--- config.mk ---
export PLATFORM = sky130hd
export DESIGN_NAME = cluster_pair_cost_reducer
export DESIGN_NICKNAME = d
export VERILOG_FILES = /design/src/hdl/cpcr_pkg.sv /design/src/hdl/cpcr_front.sv /design/src/hdl/cpcr_queue.sv /design/src/hdl/cpcr_back.sv /design/src/hdl/cluster_pair_cost_reducer.sv
export SDC_FILE = /design/constraint.sdc
export NUM_CORES = 2
export LEC_CHECK = 0
export BUFFER_PORTS_ARGS = -buffer_cell sky130_fd_sc_hd__buf_2
export CORE_MARGIN = 2
export CORE_UTILIZATION = 50
export CTS_CLUSTER_DIAMETER = 60
export CTS_CLUSTER_SIZE = 28
export DETAILED_ROUTE_END_ITERATION = 10
export HOLD_SLACK_MARGIN = 0.15
export PLACE_DENSITY_LB_ADDON = 0.25
export SLEW_MARGIN = 0
export SYNTH_ARGS = -nofsm -noshare
export SYNTH_HDL_FRONTEND = slang
export SYNTH_SLANG_ARGS = --single-unit
--- constraint.sdc ---
create_clock -name clk_i -period 7.6 [get_ports clk_i]
set_input_delay 0.38 -clock clk_i [delete_from_list [all_inputs] [get_ports clk_i]]
set_output_delay 0.38 -clock clk_i [all_outputs]
set_load 0.02 [all_outputs]
--- src/hdl/cpcr_pkg.sv ---
`default_nettype none
// ----------------------------------------------------------------------------
// cpcr_pkg
// Shared types and constants of the cluster pair cost reducer.
// ----------------------------------------------------------------------------
package cpcr_pkg;

  localparam int COST_W    = 32;
  localparam int POS_W     = 6;
  localparam int SUM_W     = COST_W + 12;
  localparam int CNT_W     = 13;
  localparam int MODE_W    = 2;
  localparam int SB_DEPTH  = 64;
  localparam int DIV_CNT_W = 6;
  localparam int DATA_W    = 48;
  localparam int REG_W     = 32;
  localparam int ADDR_W    = 3;

  localparam logic [COST_W-1:0] COST_MAXV = {1'b0, {(COST_W-1){1'b1}}};
  localparam logic [COST_W-1:0] COST_MINV = {1'b1, {(COST_W-1){1'b0}}};

  // aggregate mode codes
  localparam logic [MODE_W-1:0] AGG_MIN = 2'd0;
  localparam logic [MODE_W-1:0] AGG_MAX = 2'd1;
  localparam logic [MODE_W-1:0] AGG_AVG = 2'd2;

  // register index codes (paddr[2])
  localparam logic REG_AGG_MODE = 1'b0;
  localparam logic REG_IDX_MODE = 1'b1;

  // result kind codes
  localparam logic KIND_ROW  = 1'b0;
  localparam logic KIND_PAIR = 1'b1;

  typedef struct packed {
    logic              kind;
    logic [COST_W-1:0] value;
    logic [POS_W-1:0]  row;
    logic [POS_W-1:0]  col;
    logic              taken;
    logic              last;
    logic              is_avg;
    logic [SUM_W-1:0]  sum;
    logic [CNT_W-1:0]  cnt;
  } cpcr_job_t;

  typedef struct packed {
    logic full;
    logic empty;
  } cpcr_qstat_t;

  typedef enum logic [1:0] {
    F_ACCEPT,
    F_LOOKUP,
    F_SUMMARY
  } cpcr_front_state_e;

  typedef enum logic [1:0] {
    B_IDLE,
    B_DIV,
    B_DONE
  } cpcr_back_state_e;

endpackage
`default_nettype wire

--- src/hdl/cpcr_front.sv ---
`default_nettype none
// ----------------------------------------------------------------------------
// cpcr_front
// Accepts costs, keeps the pair and row accumulators and the per-column
// entrance scoreboard, and queues row records and pair summaries.
// ----------------------------------------------------------------------------
module cpcr_front (
  input  wire logic                          clk_i,
  input  wire logic                          rst_ni,
  input  wire logic [cpcr_pkg::MODE_W-1:0]   agg_mode_i,
  input  wire logic                          idx_mode_i,
  input  wire logic                          s_valid_i,
  output logic                               s_ready_o,
  input  wire logic [cpcr_pkg::COST_W-1:0]   cost_i,
  input  wire logic [cpcr_pkg::POS_W-1:0]    row_i,
  input  wire logic [cpcr_pkg::POS_W-1:0]    col_i,
  input  wire logic                          row_last_i,
  input  wire logic                          pair_last_i,
  input  wire cpcr_pkg::cpcr_qstat_t         qstat_i,
  output logic                               push_o,
  output cpcr_pkg::cpcr_job_t                push_job_o
);

  cpcr_pkg::cpcr_front_state_e state_q, state_d;

  logic [cpcr_pkg::COST_W-1:0] min_q, max_q, rmin_q, rec_cost_q, sb_rdata_q;
  logic [cpcr_pkg::SUM_W-1:0]  sum_q;
  logic [cpcr_pkg::CNT_W-1:0]  cnt_q;
  logic [cpcr_pkg::POS_W-1:0]  brow_q, bcol_q, rcol_q, rec_col_q, rec_row_q;
  logic                        pair_open_q, row_open_q, pend_sum_q;
  logic [cpcr_pkg::SB_DEPTH-1:0] sb_valid_q;
  cpcr_pkg::cpcr_job_t         sum_hold_q;

  logic [cpcr_pkg::COST_W-1:0] sb_cost_mem [cpcr_pkg::SB_DEPTH];

  logic [cpcr_pkg::COST_W-1:0] nxt_min, nxt_max, nxt_rmin;
  logic [cpcr_pkg::SUM_W-1:0]  nxt_sum;
  logic [cpcr_pkg::CNT_W-1:0]  nxt_cnt;
  logic [cpcr_pkg::POS_W-1:0]  nxt_brow, nxt_bcol, nxt_rcol;
  logic                        accept, closing, taken, lookup_fire;
  cpcr_pkg::cpcr_job_t         sum_job, rec_job;

  assign accept  = (state_q == cpcr_pkg::F_ACCEPT) && s_valid_i && !qstat_i.full;
  assign closing = row_last_i || pair_last_i;

  // running values including the incoming cost
  always_comb begin
    nxt_min  = min_q;
    nxt_brow = brow_q;
    nxt_bcol = bcol_q;
    if (!pair_open_q || ($signed(cost_i) < $signed(min_q))) begin
      nxt_min  = cost_i;
      nxt_brow = row_i;
      nxt_bcol = col_i;
    end
    nxt_max = max_q;
    if (!pair_open_q || ($signed(cost_i) > $signed(max_q))) begin
      nxt_max = cost_i;
    end
    nxt_sum = sum_q + {{(cpcr_pkg::SUM_W-cpcr_pkg::COST_W){cost_i[cpcr_pkg::COST_W-1]}},
                       cost_i};
    nxt_cnt = cnt_q + 1'b1;
    nxt_rmin = rmin_q;
    nxt_rcol = rcol_q;
    if (!row_open_q || ($signed(cost_i) < $signed(rmin_q))) begin
      nxt_rmin = cost_i;
      nxt_rcol = col_i;
    end
  end

  always_comb begin
    sum_job        = '0;
    sum_job.kind   = cpcr_pkg::KIND_PAIR;
    sum_job.row    = nxt_brow;
    sum_job.col    = nxt_bcol;
    sum_job.last   = 1'b1;
    sum_job.sum    = nxt_sum;
    sum_job.cnt    = nxt_cnt;
    case (agg_mode_i)
      cpcr_pkg::AGG_MAX: sum_job.value = nxt_max;
      cpcr_pkg::AGG_AVG: begin
        // a wrapped count of zero averages to zero
        sum_job.value  = '0;
        sum_job.is_avg = (nxt_cnt != '0);
      end
      default:           sum_job.value = nxt_min;
    endcase
  end

  assign taken = !sb_valid_q[rec_col_q] || ($signed(rec_cost_q) > $signed(sb_rdata_q));

  always_comb begin
    rec_job       = '0;
    rec_job.kind  = cpcr_pkg::KIND_ROW;
    rec_job.value = rec_cost_q;
    rec_job.row   = rec_row_q;
    rec_job.col   = rec_col_q;
    rec_job.taken = taken;
  end

  // next state
  always_comb begin
    state_d = state_q;
    case (state_q)
      cpcr_pkg::F_ACCEPT: begin
        if (accept && idx_mode_i && closing) state_d = cpcr_pkg::F_LOOKUP;
      end
      cpcr_pkg::F_LOOKUP: begin
        if (!qstat_i.full) state_d = pend_sum_q ? cpcr_pkg::F_SUMMARY : cpcr_pkg::F_ACCEPT;
      end
      cpcr_pkg::F_SUMMARY: begin
        if (!qstat_i.full) state_d = cpcr_pkg::F_ACCEPT;
      end
      default: state_d = cpcr_pkg::F_ACCEPT;
    endcase
  end

  // outputs
  always_comb begin
    s_ready_o   = 1'b0;
    push_o      = 1'b0;
    push_job_o  = sum_job;
    lookup_fire = 1'b0;
    case (state_q)
      cpcr_pkg::F_ACCEPT: begin
        s_ready_o = !qstat_i.full;
        push_o    = accept && pair_last_i && !idx_mode_i;
      end
      cpcr_pkg::F_LOOKUP: begin
        push_o      = !qstat_i.full;
        push_job_o  = rec_job;
        lookup_fire = !qstat_i.full;
      end
      cpcr_pkg::F_SUMMARY: begin
        push_o     = !qstat_i.full;
        push_job_o = sum_hold_q;
      end
      default: ;
    endcase
  end

  always_ff @(posedge clk_i or negedge rst_ni) begin
    if (!rst_ni) begin
      state_q     <= cpcr_pkg::F_ACCEPT;
      min_q       <= cpcr_pkg::COST_MAXV;
      max_q       <= cpcr_pkg::COST_MINV;
      sum_q       <= '0;
      cnt_q       <= '0;
      brow_q      <= '0;
      bcol_q      <= '0;
      rmin_q      <= cpcr_pkg::COST_MAXV;
      rcol_q      <= '0;
      pair_open_q <= 1'b0;
      row_open_q  <= 1'b0;
      pend_sum_q  <= 1'b0;
      sb_valid_q  <= '0;
    end else begin
      state_q <= state_d;
      if (accept) begin
        pend_sum_q <= pair_last_i;
        if (pair_last_i) begin
          min_q       <= cpcr_pkg::COST_MAXV;
          max_q       <= cpcr_pkg::COST_MINV;
          sum_q       <= '0;
          cnt_q       <= '0;
          brow_q      <= '0;
          bcol_q      <= '0;
          pair_open_q <= 1'b0;
          // the scoreboard empties at every pair end, whatever the index mode
          if (!idx_mode_i) begin
            sb_valid_q <= '0;
          end
        end else begin
          min_q       <= nxt_min;
          max_q       <= nxt_max;
          sum_q       <= nxt_sum;
          cnt_q       <= nxt_cnt;
          brow_q      <= nxt_brow;
          bcol_q      <= nxt_bcol;
          pair_open_q <= 1'b1;
        end
        if (closing) begin
          rmin_q     <= cpcr_pkg::COST_MAXV;
          rcol_q     <= '0;
          row_open_q <= 1'b0;
        end else begin
          rmin_q     <= nxt_rmin;
          rcol_q     <= nxt_rcol;
          row_open_q <= 1'b1;
        end
      end
      if (lookup_fire) begin
        if (pend_sum_q) begin
          sb_valid_q <= '0;
        end else if (taken) begin
          sb_valid_q[rec_col_q] <= 1'b1;
        end
      end
    end
  end

  // record and summary holding registers
  always_ff @(posedge clk_i) begin
    if (accept && closing) begin
      rec_cost_q <= nxt_rmin;
      rec_col_q  <= nxt_rcol;
      rec_row_q  <= row_i;
      sum_hold_q <= sum_job;
    end
  end

  // scoreboard cost memory, read on each accepted cost for use at row close, written in the lookup state when taken
  always_ff @(posedge clk_i) begin
    if (accept) begin
      sb_rdata_q <= sb_cost_mem[nxt_rcol];
    end
    if (lookup_fire && taken) begin
      sb_cost_mem[rec_col_q] <= rec_cost_q;
    end
  end

endmodule
`default_nettype wire

--- src/hdl/cpcr_queue.sv ---
`default_nettype none
// ----------------------------------------------------------------------------
// cpcr_queue
// Two-entry queue of result jobs between the front and the back.
// ----------------------------------------------------------------------------
module cpcr_queue (
  input  wire logic                  clk_i,
  input  wire logic                  rst_ni,
  input  wire logic                  push_i,
  input  wire cpcr_pkg::cpcr_job_t   push_job_i,
  input  wire logic                  pop_i,
  output cpcr_pkg::cpcr_job_t        head_o,
  output cpcr_pkg::cpcr_qstat_t      qstat_o
);

  cpcr_pkg::cpcr_job_t entry_q [2];
  logic       wr_ptr_q, rd_ptr_q;
  logic [1:0] count_q;
  logic       do_push, do_pop;

  assign qstat_o.full  = (count_q == 2'd2);
  assign qstat_o.empty = (count_q == 2'd0);
  assign do_push       = push_i && !qstat_o.full;
  assign do_pop        = pop_i && !qstat_o.empty;
  assign head_o        = entry_q[rd_ptr_q];

  always_ff @(posedge clk_i or negedge rst_ni) begin
    if (!rst_ni) begin
      wr_ptr_q <= 1'b0;
      rd_ptr_q <= 1'b0;
      count_q  <= '0;
    end else begin
      if (do_push) wr_ptr_q <= !wr_ptr_q;
      if (do_pop)  rd_ptr_q <= !rd_ptr_q;
      case ({do_push, do_pop})
        2'b10:   count_q <= count_q + 2'd1;
        2'b01:   count_q <= count_q - 2'd1;
        default: count_q <= count_q;
      endcase
    end
  end

  always_ff @(posedge clk_i) begin
    if (do_push) begin
      entry_q[wr_ptr_q] <= push_job_i;
    end
  end

endmodule
`default_nettype wire

--- src/hdl/cpcr_back.sv ---
`default_nettype none
// ----------------------------------------------------------------------------
// cpcr_back
// Drains the job queue into the output register; average summaries go
// through a bit-serial signed divider first.
// ----------------------------------------------------------------------------
module cpcr_back (
  input  wire logic                  clk_i,
  input  wire logic                  rst_ni,
  input  wire cpcr_pkg::cpcr_job_t   head_i,
  input  wire cpcr_pkg::cpcr_qstat_t qstat_i,
  output logic                       pop_o,
  output logic                       m_valid_o,
  input  wire logic                  m_ready_i,
  output cpcr_pkg::cpcr_job_t        m_job_o
);

  localparam logic [cpcr_pkg::DIV_CNT_W-1:0] LastStep =
    cpcr_pkg::DIV_CNT_W'(cpcr_pkg::SUM_W - 1);
  localparam logic [cpcr_pkg::SUM_W-1:0] PosLimit =
    {{(cpcr_pkg::SUM_W-cpcr_pkg::COST_W+1){1'b0}}, {(cpcr_pkg::COST_W-1){1'b1}}};

  cpcr_pkg::cpcr_back_state_e state_q, state_d;

  logic                            out_valid_q;
  cpcr_pkg::cpcr_job_t             out_job_q, div_job_q, load_job;
  logic [cpcr_pkg::SUM_W-1:0]      quo_q, quo_d, mag;
  logic [cpcr_pkg::CNT_W-1:0]      rem_q, rem_d, div_q;
  logic [cpcr_pkg::CNT_W:0]        rem_sh;
  logic [cpcr_pkg::DIV_CNT_W-1:0]  step_q;
  logic                            neg_q, ge, out_free, load_out, start_div;
  logic [cpcr_pkg::COST_W-1:0]     avg_value;

  assign out_free  = !out_valid_q || m_ready_i;
  assign m_valid_o = out_valid_q;
  assign m_job_o   = out_job_q;

  // one quotient bit per cycle
  always_comb begin
    rem_sh = {rem_q, quo_q[cpcr_pkg::SUM_W-1]};
    ge     = (rem_sh >= {1'b0, div_q});
    rem_d  = ge ? cpcr_pkg::CNT_W'(rem_sh - {1'b0, div_q}) : rem_sh[cpcr_pkg::CNT_W-1:0];
    quo_d  = {quo_q[cpcr_pkg::SUM_W-2:0], ge};
    mag    = head_i.sum[cpcr_pkg::SUM_W-1] ? (~head_i.sum + 1'b1) : head_i.sum;
  end

  // truncated quotient, saturated to the cost range
  always_comb begin
    if (neg_q) begin
      avg_value = (quo_q > (PosLimit + 1'b1)) ? cpcr_pkg::COST_MINV
                                              : (~quo_q[cpcr_pkg::COST_W-1:0] + 1'b1);
    end else begin
      avg_value = (quo_q > PosLimit) ? cpcr_pkg::COST_MAXV : quo_q[cpcr_pkg::COST_W-1:0];
    end
  end

  // next state
  always_comb begin
    state_d = state_q;
    case (state_q)
      cpcr_pkg::B_IDLE: begin
        if (!qstat_i.empty && head_i.is_avg) state_d = cpcr_pkg::B_DIV;
      end
      cpcr_pkg::B_DIV: begin
        if (step_q == LastStep) state_d = cpcr_pkg::B_DONE;
      end
      cpcr_pkg::B_DONE: begin
        if (out_free) state_d = cpcr_pkg::B_IDLE;
      end
      default: state_d = cpcr_pkg::B_IDLE;
    endcase
  end

  // outputs
  always_comb begin
    pop_o     = 1'b0;
    load_out  = 1'b0;
    start_div = 1'b0;
    load_job  = head_i;
    case (state_q)
      cpcr_pkg::B_IDLE: begin
        start_div = !qstat_i.empty && head_i.is_avg;
        load_out  = !qstat_i.empty && !head_i.is_avg && out_free;
        pop_o     = start_div || load_out;
      end
      cpcr_pkg::B_DONE: begin
        load_out       = out_free;
        load_job       = div_job_q;
        load_job.value = avg_value;
      end
      default: ;
    endcase
  end

  always_ff @(posedge clk_i or negedge rst_ni) begin
    if (!rst_ni) begin
      state_q     <= cpcr_pkg::B_IDLE;
      out_valid_q <= 1'b0;
      step_q      <= '0;
    end else begin
      state_q <= state_d;
      if (load_out) begin
        out_valid_q <= 1'b1;
      end else if (m_ready_i) begin
        out_valid_q <= 1'b0;
      end
      if (start_div) begin
        step_q <= '0;
      end else if (state_q == cpcr_pkg::B_DIV) begin
        step_q <= step_q + 1'b1;
      end
    end
  end

  always_ff @(posedge clk_i) begin
    if (load_out) begin
      out_job_q <= load_job;
    end
    if (start_div) begin
      div_job_q <= head_i;
      quo_q     <= mag;
      rem_q     <= '0;
      div_q     <= head_i.cnt;
      neg_q     <= head_i.sum[cpcr_pkg::SUM_W-1];
    end else if (state_q == cpcr_pkg::B_DIV) begin
      quo_q <= quo_d;
      rem_q <= rem_d;
    end
  end

endmodule
`default_nettype wire

--- src/hdl/cluster_pair_cost_reducer.sv ---
`default_nettype none
// ----------------------------------------------------------------------------
// cluster_pair_cost_reducer
// Reduces the costs between two clusters to a min, max or average summary,
// with optional per-row best-column records and an entrance scoreboard.
// ----------------------------------------------------------------------------
//  channel   dir  signals                  carries
//  s_axis    in   tvalid/tready/tdata/...  one cost, row, column, row/pair end
//  m_axis    out  tvalid/tready/tdata/...  row record or pair summary
//  apb       in   psel/penable/pwrite/...  aggregate_mode @0, index_mode @4
//
//  A cost is taken each cycle unless the queue is full or a lookup or summary
//  is pending. Per-row mode holds the input on a closing item for the scoreboard
//  lookup and record, and at pair end for the summary. An average summary passes
//  the back-end divider, then a load; the two-entry queue lets the input run on.
//  Reset clears modes, accumulators and all scoreboard valid bits at once.
//  An output stall holds the output register; the input stalls on a full queue.
// ----------------------------------------------------------------------------
module cluster_pair_cost_reducer (
  input  wire logic                          clk_i,
  input  wire logic                          rst_ni,
  input  wire logic                          s_axis_tvalid,
  output logic                               s_axis_tready,
  // cost[31:0], row_pos[37:32], col_pos[43:38], zero pad
  input  wire logic [cpcr_pkg::DATA_W-1:0]   s_axis_tdata,
  // row_last
  input  wire logic                          s_axis_tuser,
  input  wire logic                          s_axis_tlast,
  output logic                               m_axis_tvalid,
  input  wire logic                          m_axis_tready,
  // value[31:0], row_position[37:32], col_position[43:38], entrance_taken[44], zero pad
  output logic [cpcr_pkg::DATA_W-1:0]        m_axis_tdata,
  // kind
  output logic                               m_axis_tuser,
  output logic                               m_axis_tlast,
  input  wire logic                          psel,
  input  wire logic                          penable,
  input  wire logic                          pwrite,
  input  wire logic [cpcr_pkg::ADDR_W-1:0]   paddr,
  input  wire logic [cpcr_pkg::REG_W-1:0]    pwdata,
  output logic [cpcr_pkg::REG_W-1:0]         prdata,
  output logic                               pready
);

  logic [cpcr_pkg::MODE_W-1:0] agg_mode_q;
  logic                        idx_mode_q;
  logic                        push, pop;
  cpcr_pkg::cpcr_job_t         push_job, head_job, out_job;
  cpcr_pkg::cpcr_qstat_t       qstat;

  assign pready = 1'b1;

  always_ff @(posedge clk_i or negedge rst_ni) begin
    if (!rst_ni) begin
      agg_mode_q <= cpcr_pkg::AGG_MIN;
      idx_mode_q <= 1'b0;
    end else if (psel && penable && pwrite && pready) begin
      case (paddr[2])
        cpcr_pkg::REG_AGG_MODE: agg_mode_q <= pwdata[cpcr_pkg::MODE_W-1:0];
        cpcr_pkg::REG_IDX_MODE: idx_mode_q <= pwdata[0];
        default: ;
      endcase
    end
  end

  always_comb begin
    case (paddr[2])
      cpcr_pkg::REG_AGG_MODE:
        prdata = {{(cpcr_pkg::REG_W-cpcr_pkg::MODE_W){1'b0}}, agg_mode_q};
      cpcr_pkg::REG_IDX_MODE:
        prdata = {{(cpcr_pkg::REG_W-1){1'b0}}, idx_mode_q};
      default: prdata = '0;
    endcase
  end

  cpcr_front u_front (
    .clk_i       (clk_i),
    .rst_ni      (rst_ni),
    .agg_mode_i  (agg_mode_q),
    .idx_mode_i  (idx_mode_q),
    .s_valid_i   (s_axis_tvalid),
    .s_ready_o   (s_axis_tready),
    .cost_i      (s_axis_tdata[31:0]),
    .row_i       (s_axis_tdata[37:32]),
    .col_i       (s_axis_tdata[43:38]),
    .row_last_i  (s_axis_tuser),
    .pair_last_i (s_axis_tlast),
    .qstat_i     (qstat),
    .push_o      (push),
    .push_job_o  (push_job)
  );

  cpcr_queue u_queue (
    .clk_i      (clk_i),
    .rst_ni     (rst_ni),
    .push_i     (push),
    .push_job_i (push_job),
    .pop_i      (pop),
    .head_o     (head_job),
    .qstat_o    (qstat)
  );

  cpcr_back u_back (
    .clk_i     (clk_i),
    .rst_ni    (rst_ni),
    .head_i    (head_job),
    .qstat_i   (qstat),
    .pop_o     (pop),
    .m_valid_o (m_axis_tvalid),
    .m_ready_i (m_axis_tready),
    .m_job_o   (out_job)
  );

  assign m_axis_tdata = {3'b000, out_job.taken, out_job.col, out_job.row, out_job.value};
  assign m_axis_tuser = out_job.kind;
  assign m_axis_tlast = out_job.last;

endmodule
`default_nettype wire
==> flow_summary.html <==
<table>
<tr><th>Metric</th><th>Value</th></tr>
<tr><th colspan="2">Global route</th></tr>
<tr><td>Residual overflow from global routing</td><td>0</td></tr>
<tr><td>Largest net degree at the start of global routing</td><td>149</td></tr>
<tr><td>Met1 track demand over resource</td><td>a little over two fifths</td></tr>
<tr><td>GRT busiest layer</td><td>met2</td></tr>
<tr><td>Via count of the first global-routing pass</td><td>75500</td></tr>
<tr><td>First-pass GRT wire length</td><td>533 mm</td></tr>
<tr><td>Antenna violations before repair</td><td>33</td></tr>
<tr><td>Met2 usage in global routing</td><td>45.9%</td></tr>
<tr><td>Global router's overall resource usage</td><td>30.1%</td></tr>
<tr><td>M3 GR Usage</td><td>6.21%</td></tr>
<tr><th colspan="2">Finish</th></tr>
<tr><td>Number of fill cells</td><td>19000</td></tr>
<tr><td>Non-filler cells in the finished layout</td><td>12400</td></tr>
<tr><td>Synthesis-to-finish area growth</td><td>10.2%</td></tr>
<tr><td>Share of layout cells above drive strength 1</td><td>a little under an eighth</td></tr>
<tr><td>Nets</td><td>9336</td></tr>
<tr><td>Sequential Area</td><td>83400 sq um</td></tr>
<tr><td>Area occupied by multi-input gates</td><td>33900 sq um</td></tr>
<tr><th colspan="2">Logic synthesis</th></tr>
<tr><td>Top_reg_cell synth</td><td>edfxtp_1</td></tr>
<tr><td>Flop and latch count out of synthesis</td><td>~2800</td></tr>
<tr><td>Number of enable flip-flop cells after synthesis</td><td>2552</td></tr>
<tr><td>Cell types with the largest area share after synthesis</td><td>edfxtp_1, nand2_1, dfrtp_1</td></tr>
<tr><td>Cells after synthesis</td><td>around 9000</td></tr>
<tr><td>Number of library cell types mapped by synthesis</td><td>85</td></tr>
<tr><td>Number of warnings reported in the yosys synthesis log</td><td>0</td></tr>
<tr><td>Post-synthesis sequential area ratio</td><td>about 70%</td></tr>
<tr><td>Leading cell type by number of instances after synthesis</td><td>edfxtp_1</td></tr>
<tr><td>Synthesized cell area</td><td>approximately 120000 sq um</td></tr>
<tr><td>Async SR Flop Fraction</td><td>9.07%</td></tr>
<tr><td>Commonest cells in the netlist</td><td>edfxtp_1, nand2_1, a21oi_1</td></tr>
<tr><td>Synth Area per Inst</td><td>roughly 13 sq um</td></tr>
<tr><td>Share of the synthesized area in the top cell type</td><td>63.9%</td></tr>
<tr><td>Most area-hungry cell type in the Yosys netlist</td><td>edfxtp_1</td></tr>
<tr><th colspan="2">Floorplanning</th></tr>
<tr><td>Die Wd</td><td>between 400 and 500 um</td></tr>
<tr><td>Die Outline Area</td><td>244000 sq um</td></tr>
<tr><td>Top-Level Pins</td><td>177</td></tr>
<tr><td>Vertical die dimension</td><td>between 400 and 500 um</td></tr>
<tr><td>Std-Cell Core Area</td><td>238000 sq um</td></tr>
<tr><td># rows</td><td>179</td></tr>
<tr><td>Effective utilization at floorplan</td><td>between 50% and 60%</td></tr>
<tr><th colspan="2">Timing</th></tr>
<tr><td>Largest clock skew in the final design</td><td>87.1 ps</td></tr>
<tr><td>Setup_tns</td><td>0 ps</td></tr>
<tr><td>Headroom to the max-slew limit</td><td>roughly a tenth</td></tr>
<tr><td>Final critical-path share of the clock period</td><td>85.0%</td></tr>
<tr><td>RSZ-0062 raised after global routing</td><td>no</td></tr>
<tr><td>Final min period</td><td>6460 ps</td></tr>
<tr><td>Number of slew-limit violations in the final report</td><td>0</td></tr>
<tr><td>Fmax</td><td>155 MHz</td></tr>
<tr><td>Final number of hold-violating endpoints</td><td>0</td></tr>
<tr><td>Final number of setup-violating endpoints</td><td>0</td></tr>
<tr><td>Worst-Margin Slew</td><td>1350 ps</td></tr>
<tr><th colspan="2">Clock network</th></tr>
<tr><td>Clock Root Buffer</td><td>clkbuf_16</td></tr>
<tr><td>Clock transition at the register clock pins on the worst setup and hold paths after CTS</td><td>90 ps</td></tr>
<tr><td>Number of buffers created by CTS</td><td>168</td></tr>
<tr><td>Post-cts gate resize count</td><td>0</td></tr>
<tr><td>CTS tree</td><td>done</td></tr>
<tr><td>Number of levels in the clock H-tree</td><td>4</td></tr>
<tr><td>Hold bufs inserted after CTS</td><td>55</td></tr>
<tr><td>Clock Tree Buf Depth</td><td>3</td></tr>
<tr><td>Clk_lat worst skew</td><td>910 ps</td></tr>
<tr><td>TritonCTS Sinks</td><td>~2800</td></tr>
<tr><td>Postcts setup bufs</td><td>0</td></tr>
<tr><th colspan="2">Power and ir drop</th></tr>
<tr><td>Comb pwr share</td><td>a little under a fifth</td></tr>
<tr><td>Static leakage</td><td>0.0471 uW</td></tr>
<tr><td>Proportion of power drawn by the clock network</td><td>a little under a third</td></tr>
<tr><td>Reported net switching power</td><td>10900 uW</td></tr>
<tr><td>Internal Dissipation</td><td>around 24000 uW</td></tr>
<tr><td>Portion of total power attributed to sequential cells</td><td>51.2%</td></tr>
<tr><td>Pwr dens</td><td>265 nW/um^2</td></tr>
<tr><td>Sw Share</td><td>31.0%</td></tr>
<tr><td>Worst VDD drop</td><td>~0.00022 V</td></tr>
<tr><th colspan="2">Setup path</th></tr>
<tr><td>Worst setup EP type</td><td>flop</td></tr>
<tr><td>Required time of the worst setup path</td><td>8250 ps</td></tr>
<tr><td>Crit Path Class</td><td>flop to flop</td></tr>
<tr><td>Slack of the worst reg-to-reg path</td><td>between 1000 and 1500 ps</td></tr>
<tr><td>Reg2Reg Depth</td><td>13</td></tr>
<tr><td>Worst-path fanout max</td><td>114</td></tr>
<tr><td>Startpoint type of the worst setup path</td><td>flop</td></tr>
<tr><td>Worst EP arrival</td><td>7110 ps</td></tr>
<tr><th colspan="2">Placed design</th></tr>
<tr><td>I/O Buffers</td><td>between 100 and 150</td></tr>
<tr><td>Routability Congestion</td><td>0.933</td></tr>
<tr><td>Placed insts</td><td>around 12000</td></tr>
<tr><td>Final HPWL DP</td><td>217 mm</td></tr>
<tr><th colspan="2">Detailed routing</th></tr>
<tr><td>Routed via count divided by cell count</td><td>6.51</td></tr>
<tr><td>Routed wire per std cell</td><td>a little over 30 um</td></tr>
<tr><td>DR pass1 iterations</td><td>6</td></tr>
<tr><td>Number of nets still failing antenna checks after routing</td><td>0</td></tr>
<tr><td>DRC Markers</td><td>0</td></tr>
<tr><td>Detailed Route Iter0 Violations</td><td>11900</td></tr>
<tr><td>Vias after detailed routing</td><td>80400</td></tr>
<tr><td>Final routed wirelength across all metal layers</td><td>approximately 370 mm</td></tr>
<tr><th colspan="2">Min path</th></tr>
<tr><td>Kind of path behind the tightest hold check</td><td>input pin to async pin</td></tr>
<tr><th colspan="2">Run status</th></tr>
<tr><td>Status</td><td>completed</td></tr>
<tr><th colspan="2">Flow run</th></tr>
<tr><td>Max Cap Viol</td><td>0</td></tr>
</table>
## cells by family after synthesis
family	share of synthesized area, %
flip-flops	69.6
AND/OR/NAND/NOR	9.79
AO/OA/AOI/OAI	10.7
buffers and inverters	2.74
multiplexers	4.38
adder cells (fa/ha/maj)	2.06
XOR/XNOR	0.811
other	0.00627
## power groups by stage
stage / clock network, uW / logic [uW] / registers (uW)
floorplan: 0 / 3620 / 18400
global placement: 0 / 6260 / 18300
detailed placement: 0 / 6390 / 18300
CTS: 10600 / 6440 / 17900
global route: 11100 / 6920 / 18000
finish: 10500 / 6600 / 18000
## layout by cell type (no fill, tap or decap), drive strengths merged, types with 61 or more instances in the layout
master	Yosys	final
inv	208	268
o22ai	61	61
dfstp	63	63
nand2	1546	1546
and3	190	190
ha	194	194
a31oi	92	92
mux2i	371	371
nor3	166	166
a22o	123	123
buf	187	438
dfrtp	193	193
o221ai	82	82
o21ai	274	274
clkbuf	423	177
xnor2	82	82
a21oi	492	492
nand3	299	299
a211oi	203	203
mux2	82	82
clkinv	1	65
nor2	233	233
o41ai	77	77
a311oi	83	83
edfxtp	2552	2552
## path summary, 6_finish.rpt
path	start	end
worst max-delay path	u_front.rmin_q[7]	u_front.sb_rdata_q[28]
worst min-delay path	rst_ni	u_back.m_valid_o
worst max register to register	u_front.rmin_q[7]	u_front.sb_rdata_q[28]
worst min register to register	u_front.sb_valid_q[40]	u_front.sb_valid_q[40]
max in group asynchronous	rst_ni	u_front.state_q[0]
min in group clk_i	s_axis_tdata[35]	u_front.rec_row_q[3]
## critical path, cell delays in order, from the launching register on
cell       delay (ps)
dfstp_2           530
inv_1              50
ha_1              300
nand4_1           120
o41ai_1           550
a211o_1           240
nand3_1           340
nand3_4           390
and2_4            640
buf_12            600
mux4_2            600
a2111oi_0        1070
nor3_1            380
a32o_1            330
## layout make-up
class | instances | share of cell area (%)
antenna | 14 | 0.0265
sequential | 2821 | 63.1
clock buffer | 177 | 3.26
timing repair buffer | 493 | 2.95
clock inverter | 128 | 1.33
multi-input combinational | 5355 | 25.7
inverter | 209 | 0.612
tap | 3167 | 3.00
## metal layers
metal	share of wire (%)	vias to the layer above
li1	-	34200
met2	45	4901
met1	38	40600
met4	4.8	20
met5	0.040	-
met3	12	797
## state kept, by name (all words and copies together), names as in the netlist, 44 cells and up
register / flops
u_back.m_job_o: 46
u_back.quo_q: 44
u_front.sb_cost_mem: 2048
u_front.sb_valid_q: 64
u_front.sum_hold_q: 102
u_front.sum_q: 44
u_queue.entry_q: 208
## per-stage QoR
step	area, sq um	utilization, %	total power, uW	hold slack [ps]	worst slack (ps)
CTS	132000	55.4	35000	157	1280
global route	132000	55.5	36000	205	1090
finish	132000	55.5	35100	140	1140
floorplan	120000	-	22000	84.4	895
global placement	125000	52.7	24500	449	1170
detailed placement	125000	52.7	24700	456	1200
(Power assumes the default switching activity.)
